## src/rtl/nearest_point_to_ray_unit_defines.svh

```systemverilog
// Assertion macros for the nearest point to ray unit
`ifndef NEAREST_POINT_TO_RAY_UNIT_DEFINES_SVH
`define NEAREST_POINT_TO_RAY_UNIT_DEFINES_SVH
`ifndef SYNTHESIS
`define NPR_ASSERT(label, clk, rst_n, prop, msg) \
    label: assert property (@(posedge clk) disable iff (!rst_n) prop) else $error(msg);
`define NPR_ASSERT_HOLD(label, clk, rst_n, vld, rdy, sig, msg) \
    label: assert property (@(posedge clk) disable iff (!rst_n) \
        vld && !rdy |=> vld && $stable(sig)) else $error(msg);
`else
`define NPR_ASSERT(label, clk, rst_n, prop, msg)
`define NPR_ASSERT_HOLD(label, clk, rst_n, vld, rdy, sig, msg)
`endif
`endif

```

## src/rtl/npr_pkg.sv

```systemverilog
// Shared types and constants for the nearest point to ray unit
`timescale 1ns / 1ps
package npr_pkg;
    localparam int COORD_W = 12;
    localparam int MAX_POINTS_DEF = 65536;
    localparam int IDX_W = 16;
    localparam int DIST_W = 13;
    localparam int CSQ_W = 56;
    localparam int DSQ_W = 25;
    localparam int CFG_IDX_W = 3;
    localparam logic [DIST_W-1:0] DIST_MAX = '1;
    localparam logic [CFG_IDX_W-1:0] REG_ORIGIN_X = 3'd0;
    localparam logic [CFG_IDX_W-1:0] REG_ORIGIN_Y = 3'd1;
    localparam logic [CFG_IDX_W-1:0] REG_ORIGIN_Z = 3'd2;
    localparam logic [CFG_IDX_W-1:0] REG_DIR_X = 3'd3;
    localparam logic [CFG_IDX_W-1:0] REG_DIR_Y = 3'd4;
    localparam logic [CFG_IDX_W-1:0] REG_DIR_Z = 3'd5;

    typedef struct packed {
        logic [IDX_W-1:0] closest_index;
        logic [CSQ_W-1:0] best;
        logic [DSQ_W-1:0] dsq;
    } job_t;
endpackage

```

## src/rtl/npr_back.sv

```systemverilog
// Back part: queue, divide and square root to the result register
`timescale 1ns / 1ps
module npr_back
    import npr_pkg::*;
(
    input  logic clk,
    input  logic rst_n,
    input  logic job_valid,
    output logic job_ready,
    input  job_t job,
    output logic res_valid,
    input  logic res_ready,
    output logic [IDX_W-1:0] closest_index,
    output logic [DIST_W-1:0] closest_distance,
    output logic degenerate_ray
);
    localparam logic [2:0] ST_IDLE = 3'd0;
    localparam logic [2:0] ST_DIV = 3'd1;
    localparam logic [2:0] ST_SQRT = 3'd2;
    localparam logic [2:0] ST_OUT = 3'd3;

    job_t q_reg [2];
    logic [1:0] q_cnt_reg;
    logic q_rd_reg, q_wr_reg;
    logic [2:0] state_reg;
    logic [5:0] step_reg;
    logic [CSQ_W-1:0] quo_reg;
    logic [DSQ_W:0] rem_reg;
    logic [DSQ_W-1:0] d_reg;
    logic [DSQ_W:0] rem_sh;
    logic [DIST_W-1:0] root_reg, trial;
    logic [2*DIST_W-1:0] trial_sq;
    logic [IDX_W-1:0] idx_reg;
    logic push, pop;
    job_t head;

    assign job_ready = q_cnt_reg != 2'd2;
    assign push = job_valid && job_ready;
    assign pop = state_reg == ST_IDLE && q_cnt_reg != 2'd0;
    assign head = q_reg[q_rd_reg];
    assign rem_sh = {rem_reg[DSQ_W-1:0], quo_reg[CSQ_W-1]};
    assign trial = root_reg | (DIST_W'(1) << step_reg[3:0]);
    assign trial_sq = trial * trial;

    always_ff @(posedge clk)
    begin
        if (push)
            q_reg[q_wr_reg] <= job;
    end

    always_ff @(posedge clk or negedge rst_n)
    begin
        if (!rst_n)
        begin
            q_cnt_reg <= '0;
            q_rd_reg <= 1'b0;
            q_wr_reg <= 1'b0;
            state_reg <= ST_IDLE;
            res_valid <= 1'b0;
        end
        else
        begin
            if (push)
                q_wr_reg <= !q_wr_reg;
            if (pop)
                q_rd_reg <= !q_rd_reg;
            q_cnt_reg <= q_cnt_reg + {1'b0, push} - {1'b0, pop};
            unique case (state_reg)
                ST_IDLE:
                begin
                    if (pop)
                        state_reg <= (head.dsq == '0) ? ST_OUT : ST_DIV;
                    res_valid <= 1'b0;
                end
                ST_DIV:
                    if (step_reg == 6'd0)
                        state_reg <= ST_SQRT;
                ST_SQRT:
                    if (step_reg == 6'd0 || quo_reg >= CSQ_W'(67117056))
                        state_reg <= ST_OUT;
                ST_OUT:
                begin
                    if (!res_valid)
                        res_valid <= 1'b1;
                    else if (res_ready)
                    begin
                        res_valid <= 1'b0;
                        state_reg <= ST_IDLE;
                    end
                end
                default: state_reg <= ST_IDLE;
            endcase
        end
    end

    always_ff @(posedge clk)
    begin
        unique case (state_reg)
            ST_IDLE:
            begin
                quo_reg <= head.best;
                d_reg <= head.dsq;
                rem_reg <= '0;
                step_reg <= 6'(CSQ_W - 1);
                idx_reg <= head.closest_index;
                root_reg <= '0;
                degenerate_ray <= head.dsq == '0;
            end
            ST_DIV:
            begin
                if (rem_sh >= {1'b0, d_reg})
                begin
                    rem_reg <= rem_sh - {1'b0, d_reg};
                    quo_reg <= {quo_reg[CSQ_W-2:0], 1'b1};
                end
                else
                begin
                    rem_reg <= rem_sh;
                    quo_reg <= {quo_reg[CSQ_W-2:0], 1'b0};
                end
                step_reg <= (step_reg == 6'd0) ? 6'd12 : step_reg - 1'b1;
            end
            ST_SQRT:
            begin
                if (quo_reg >= CSQ_W'(67117056))
                    root_reg <= DIST_MAX;
                else if (CSQ_W'(trial_sq) <= quo_reg)
                    root_reg <= trial;
                step_reg <= step_reg - 1'b1;
            end
            ST_OUT:
            begin
                closest_index <= degenerate_ray ? '0 : idx_reg;
                closest_distance <= degenerate_ray ? DIST_MAX : root_reg;
            end
            default: ;
        endcase
    end
endmodule

```

## config.mk

```make
export PLATFORM = sky130hd
export DESIGN_NAME = npr_back
export DESIGN_NICKNAME = d
export VERILOG_FILES = /design/src/rtl/nearest_point_to_ray_unit_defines.svh /design/src/rtl/npr_pkg.sv /design/src/rtl/npr_back.sv
export SDC_FILE = /design/constraint.sdc
export NUM_CORES = 1
export LEC_CHECK = 0
export ABC_AREA = 1
export BUFFER_PORTS_ARGS = -buffer_cell sky130_fd_sc_hd__buf_2
export CORE_MARGIN = 3
export CORE_UTILIZATION = 55
export DETAILED_ROUTE_END_ITERATION = 12
export PLACE_DENSITY_LB_ADDON = 0.3
export REMOVE_ABC_BUFFERS = 1
export SLEW_MARGIN = 10
export SYNTH_ARGS = -nofsm -noshare
export SYNTH_HDL_FRONTEND = slang
export SYNTH_SLANG_ARGS = --single-unit
```

## constraint.sdc

```tcl
create_clock -name clk -period 9.69 [get_ports clk]
set_input_delay 1.938 -clock clk [delete_from_list [all_inputs] [get_ports clk]]
set_output_delay 1.938 -clock clk [all_outputs]
set_load 0.02 [all_outputs]
```

# Word level (Yosys, flattened, before mapping)
# Memories as Yosys holds them, arrays and structs flattened.
# Index checks and enable logic that the tools add are counted.
# op_classes
n_addsub	4
n_mul	1
div_mod_pow	0
order_cmp	3
n_eq_ne	10
n_shift	1
muxes	21
n_bitwise	1
reduce_logical	15
# op_table
op	count
one-hot mux 56 bit (2 select lines)	1
>= comparator 56 x 27 -> 1 bit, second input constant	1
less-or-equal comparator 26 x 56 -> 1 bit	1
one-hot mux 25 bit (2 select lines)	1
>= comparator 26 x 25 -> 1 bit	1
multiplier 13 x 13 -> 26 bit	1
2-to-1 mux 13 bit	2
one-hot mux 13 bit (2 select lines)	1
logical NOT 25 bit	1
2-to-1 mux 25 bit	1
subtractor 25 bit	1
one-hot mux 6 bit (3 select lines)	1
2-to-1 mux 3 bit	5
OR 13 bit	1
left shift 1 x 4 -> 13 bit, first input constant	1
inequality test 2 bit, second input constant	6
one-hot mux 3 bit (4 select lines)	1
nonzero test 2 bit	4
equality test 3 x 2 -> 1 bit, second input constant	2
logical NOT 6 bit	1
2-to-1 mux 6 bit	1
subtractor 6 x 1 -> 6 bit, second input constant	1
2-to-1 mux 1 bit	5
AND reduction 5 bit	1
12 further kinds	14
# totals
ff_bits	179
latch_bits	0
mem_bits_rw	194
mem_bits_ro	0
input_bits	101
output_inout_bits	32
elab_cells	71
memories	1
# memory_table
memory	words	width	read_ports	rd_clocked_by_memory_dff	wr	line	source
q_reg	2	97	1	0	1	npr_back.sv:22	job_t q_reg [2];

# Logic depth before layout (Yosys ltp)
# depth
word_depth	7
ltp_mapped	36
mapped_depth_nobuf	35

# Worst setup path before layout
# OpenSTA, ideal clock, no wires.
# synth_timing
kind	reg-to-reg
start	register step_reg[0]
end	register root_reg[0], enable pin
setup_ns	0.387
arrival_ns	6.815
t_required_ns	9.303
slack_ns	2.488
stages_incl_launch_ff	33
n_path_buf	1
synth_period_minus_slack_ns	7.202
cell_sequence	edfxtp_1 inv_1 ha_1 nand2_1 o21ai_1 buf_2 nand2_1 fa_1 inv_1 fa_1 fa_1 fa_1 inv_1 fa_1 inv_1 ha_1 nand2_1 inv_1 a21oi_1 nor2_1 a211oi_1 nand2_1 nand2_1 nand2_1 ha_1 nand2_1 nor2_1 nand2_1 nor2_1 nand3_1 nor2_1 nor2_1 a21oi_1
# synth_via
elab_chain_cells	6
# synth_rtl
item	line	source
start: declaration	npr_back.sv:26	logic [5:0] step_reg;
start signal: assignment	npr_back.sv:104	step_reg <= 6'(CSQ_W - 1);
start signal: assignment	npr_back.sv:121	step_reg <= (step_reg == 6'd0) ? 6'd12 : step_reg - 1'b1;
start signal: assignment	npr_back.sv:129	step_reg <= step_reg - 1'b1;
left shift 1 x 4 -> 13 bit	npr_back.sv:42	assign trial = root_reg | (DIST_W'(1) << step_reg[3:0]);
OR 13 bit	npr_back.sv:42	
multiplier 13 x 13 -> 26 bit	npr_back.sv:43	assign trial_sq = trial * trial;
less-or-equal comparator 26 x 56 -> 1 bit	npr_back.sv:127	else if (CSQ_W'(trial_sq) <= quo_reg)
inequality test 3 bit (no line)	-	
AND reduction 2 bit (no line)	-	
end signal: assignment	npr_back.sv:128	root_reg <= trial;
end: declaration	npr_back.sv:31	logic [DIST_W-1:0] root_reg, trial;
# No other way between the ends.
# A chain may end at the register's enable or synchronous reset.

# Worst setup path in the final report
# layout_timing
start	register step_reg[1]
end	register root_reg[7], enable pin
# The elaborated chain is that of the path after synthesis.

==> reports/results.tsv <==
metric	value	unit
ant_nets	0	
critPathCapture	root_reg[7]$_SDFFCE_PN0P_	
synth-main-ff-cell	edfxtp_1	
cpPeakStageDelay	840	ps
setup_violations	0	
track_usage	0.225	
drtIter0Drc	922	
grt_pass1_wl	75.7	mm
clock_latency	560	ps
synth_top_area_cell	edfxtp_1	
avgSynthCellArea	9.71	sq um
grt_max_degree	92	
drcViolationCount	0	
worst_slack	1430	ps
cts-htree-levels	2	
max-cap-violations	0	
reg2reg_to	root_reg[7]$_SDFFCE_PN0P_	
status	completed	
required	9930	ps
dp_hpwl	33.7	mm
ys_seq_area_frac	0.508	
die_x	206	um
ctsResizeCount	0	
dr.pass1.iters	6	
synth_seq_cells	372	
fmax	121	MHz
nets	2710	
drt_wl_total	46.3	mm
critPathBufInv	5	
crit_fanout	14	
yosys_warnings	0	
postLayoutCellArea	24200	sq um
cts.clk_slew.worst_paths	60	ps
synth_cells	2257	
via_per_inst	5.19	
holdBufCountCts	0	
fin_tns_setup	0	ps
largest_reg_flops	194	
reg2reg_depth	31	
cp_top_family	adder cells	
hold_path_depth	2	
min_period	8260	ps
critPathLaunchType	register	
area_growth	10.6	%
clock_sinks	372	
clk_path_buf_depth	3	
ys_types	42	
crit_top_cell	nand2_1	
netlist_area	21900	sq um
rows	72	
cts_tree	yes	
worst_pin_slew	1100	ps
clock-root-buffer	clkbuf_16	
port_buffers	132	
synth_area_leaders	edfxtp_1 (50%), nand2_1 (9.8%), fa_1 (9.0%)	
post_cts_buffers	0	
place.gp.congestion	0.943	
grt_pass1_vias	15200	
hold_viol	0	
synth_top_area_frac	0.500	
rrSetupSlack	1430	ps
die_h	206	um
antenna_found_initial	4	
wl_per_cell	15.8	um
io-pin-count	133	
layout-drive-gt1-share	0.0992	
synth_edf_count	365	
cp-end-kind	register	
start_util	0.562	
rsz0062_at_grt	false	
post-route-util	0.622	
relSlewSlack	0.268	
place_ws	1420	ps
crit_path_start	step_reg[1]$_DFFE_PP_	
fin_crit_sh	0.853	
netlist_top_cells_count	nand2_1 (574), inv_1 (428), edfxtp_1 (365)	
skew	28.7	ps
crit_cells	31	
overflow	0	
core_area	39000	sq um
synth_most_common_cell	nand2_1	
crit_type	register to register	
cp.arrival	8500	ps
postPlaceCellArea	23100	sq um
fp.dieArea	42300	sq um
reg2reg_from	step_reg[1]$_DFFE_PP_	
min_path_type	register to register	
finalMaxSlewViolations	0	
synth-async-reset-ratio	0.0188	
fill_cells	3210	
cts_made_buffers	37	
critPathSlowestCell	o21ai_1	
vias	15200	
==> cell families (layout without fill, tap and decap cells) <==
kind of cell | Yosys count | count (layout) | share of synthesized area
adder cells (fa/ha/maj) | 227 | 227 | 0.163
multiplexers | 2 | 2 | 0.00103
flip-flops | 372 | 372 | 0.508
other | 0 | 1 | 0
buffers and inverters | 491 | 643 | 0.0867
XOR/XNOR | 41 | 41 | 0.0164
AND/OR/NAND/NOR | 884 | 884 | 0.163
AO/OA/AOI/OAI | 240 | 240 | 0.0613
==> cells in the final DEF, fill, tap and decap left out, types with 6 or more instances in the layout <==
cell       Yosys  final
a21oi_1      134    134
a22oi_1       26     26
buf_2         21    132
buf_4          0     16
clkbuf_1      26      9
clkbuf_16      0     37
clkinv_1       0      9
dfrtp_1        7      6
edfxtp_1     365    365
fa_1          98     98
ha_1         129    127
inv_1        428    427
nand2_1      574    573
nand2_2        8      8
nand3_1       56     56
nand4_1       14     14
nor2_1       188    186
nor2_2         6      6
nor3_1        12     12
o21ai_0       43     43
o21ai_1       10     10
o21bai_1       7      7
or2_2          9      9
xnor2_1       19     19
xor2_1        22     22
==> metal layers <==
metal / global-route usage / share of wire / vias to the layer above
li1: - / - / 7487
met1: 0.303 / 0.44 / 7207
met2: 0.368 / 0.47 / 412
met3: 0.0522 / 0.071 / 82
met4: 0.0647 / 0.020 / 8
met5: 0 / 0.0012 / -
==> worst register-to-register path, delay by kind of cell (launching register included) <==
family          cells  cell delay [ps]
buf+inv             5              590
fa+ha+maj           8             3570
compound gates      3             1580
simple gates       15             1800
flops               1              430
==> worst min-delay path by stage <==
stage / startpoint / to / slack (ps)
after floorplan: root_reg[2]$_SDFFCE_PN0P_ / closest_distance[2]$_SDFFCE_PP1P_ / 480
after global placement: q_reg[0][94]$_DFFE_PP_ / idx_reg[13]$_DFFE_PP_ / 490
after detailed placement: q_reg[0][95]$_DFFE_PP_ / idx_reg[14]$_DFFE_PP_ / 500
after CTS: q_reg[0][88]$_DFFE_PP_ / idx_reg[7]$_DFFE_PP_ / 510
after global routing: q_reg[1][83]$_DFFE_PP_ / idx_reg[2]$_DFFE_PP_ / 530
final: q_reg[0][88]$_DFFE_PP_ / idx_reg[7]$_DFFE_PP_ / 500
==> stage by stage <==
| step | hold slack, ps | instances |
|---|---|---|
| final | 502 | 2928 |
| after detailed placement | 497 | 2861 |
| after global placement | 489 | 2861 |
| after CTS | 511 | 2927 |
| after global routing | 532 | 2927 |
| after floorplan | 481 | 2195 |
==> area by class of cell <==
type / count / area, sq um / share of cell area
multi-input cells: 1394 / 8910 / 0.368
flip-flops and latches: 372 / 11100 / 0.459
inverters: 429 / 1610 / 0.0665
clock buffers: 46 / 960 / 0.0396
repair buffers: 148 / 781 / 0.0322
clock inverters: 20 / 189 / 0.00779
diodes: 1 / 2.50 / 0.000103
well taps: 518 / 648 / 0.0267
Power is not shown: default switching activity piles up to over one toggle a cycle in this logic, so the estimate is an artifact.
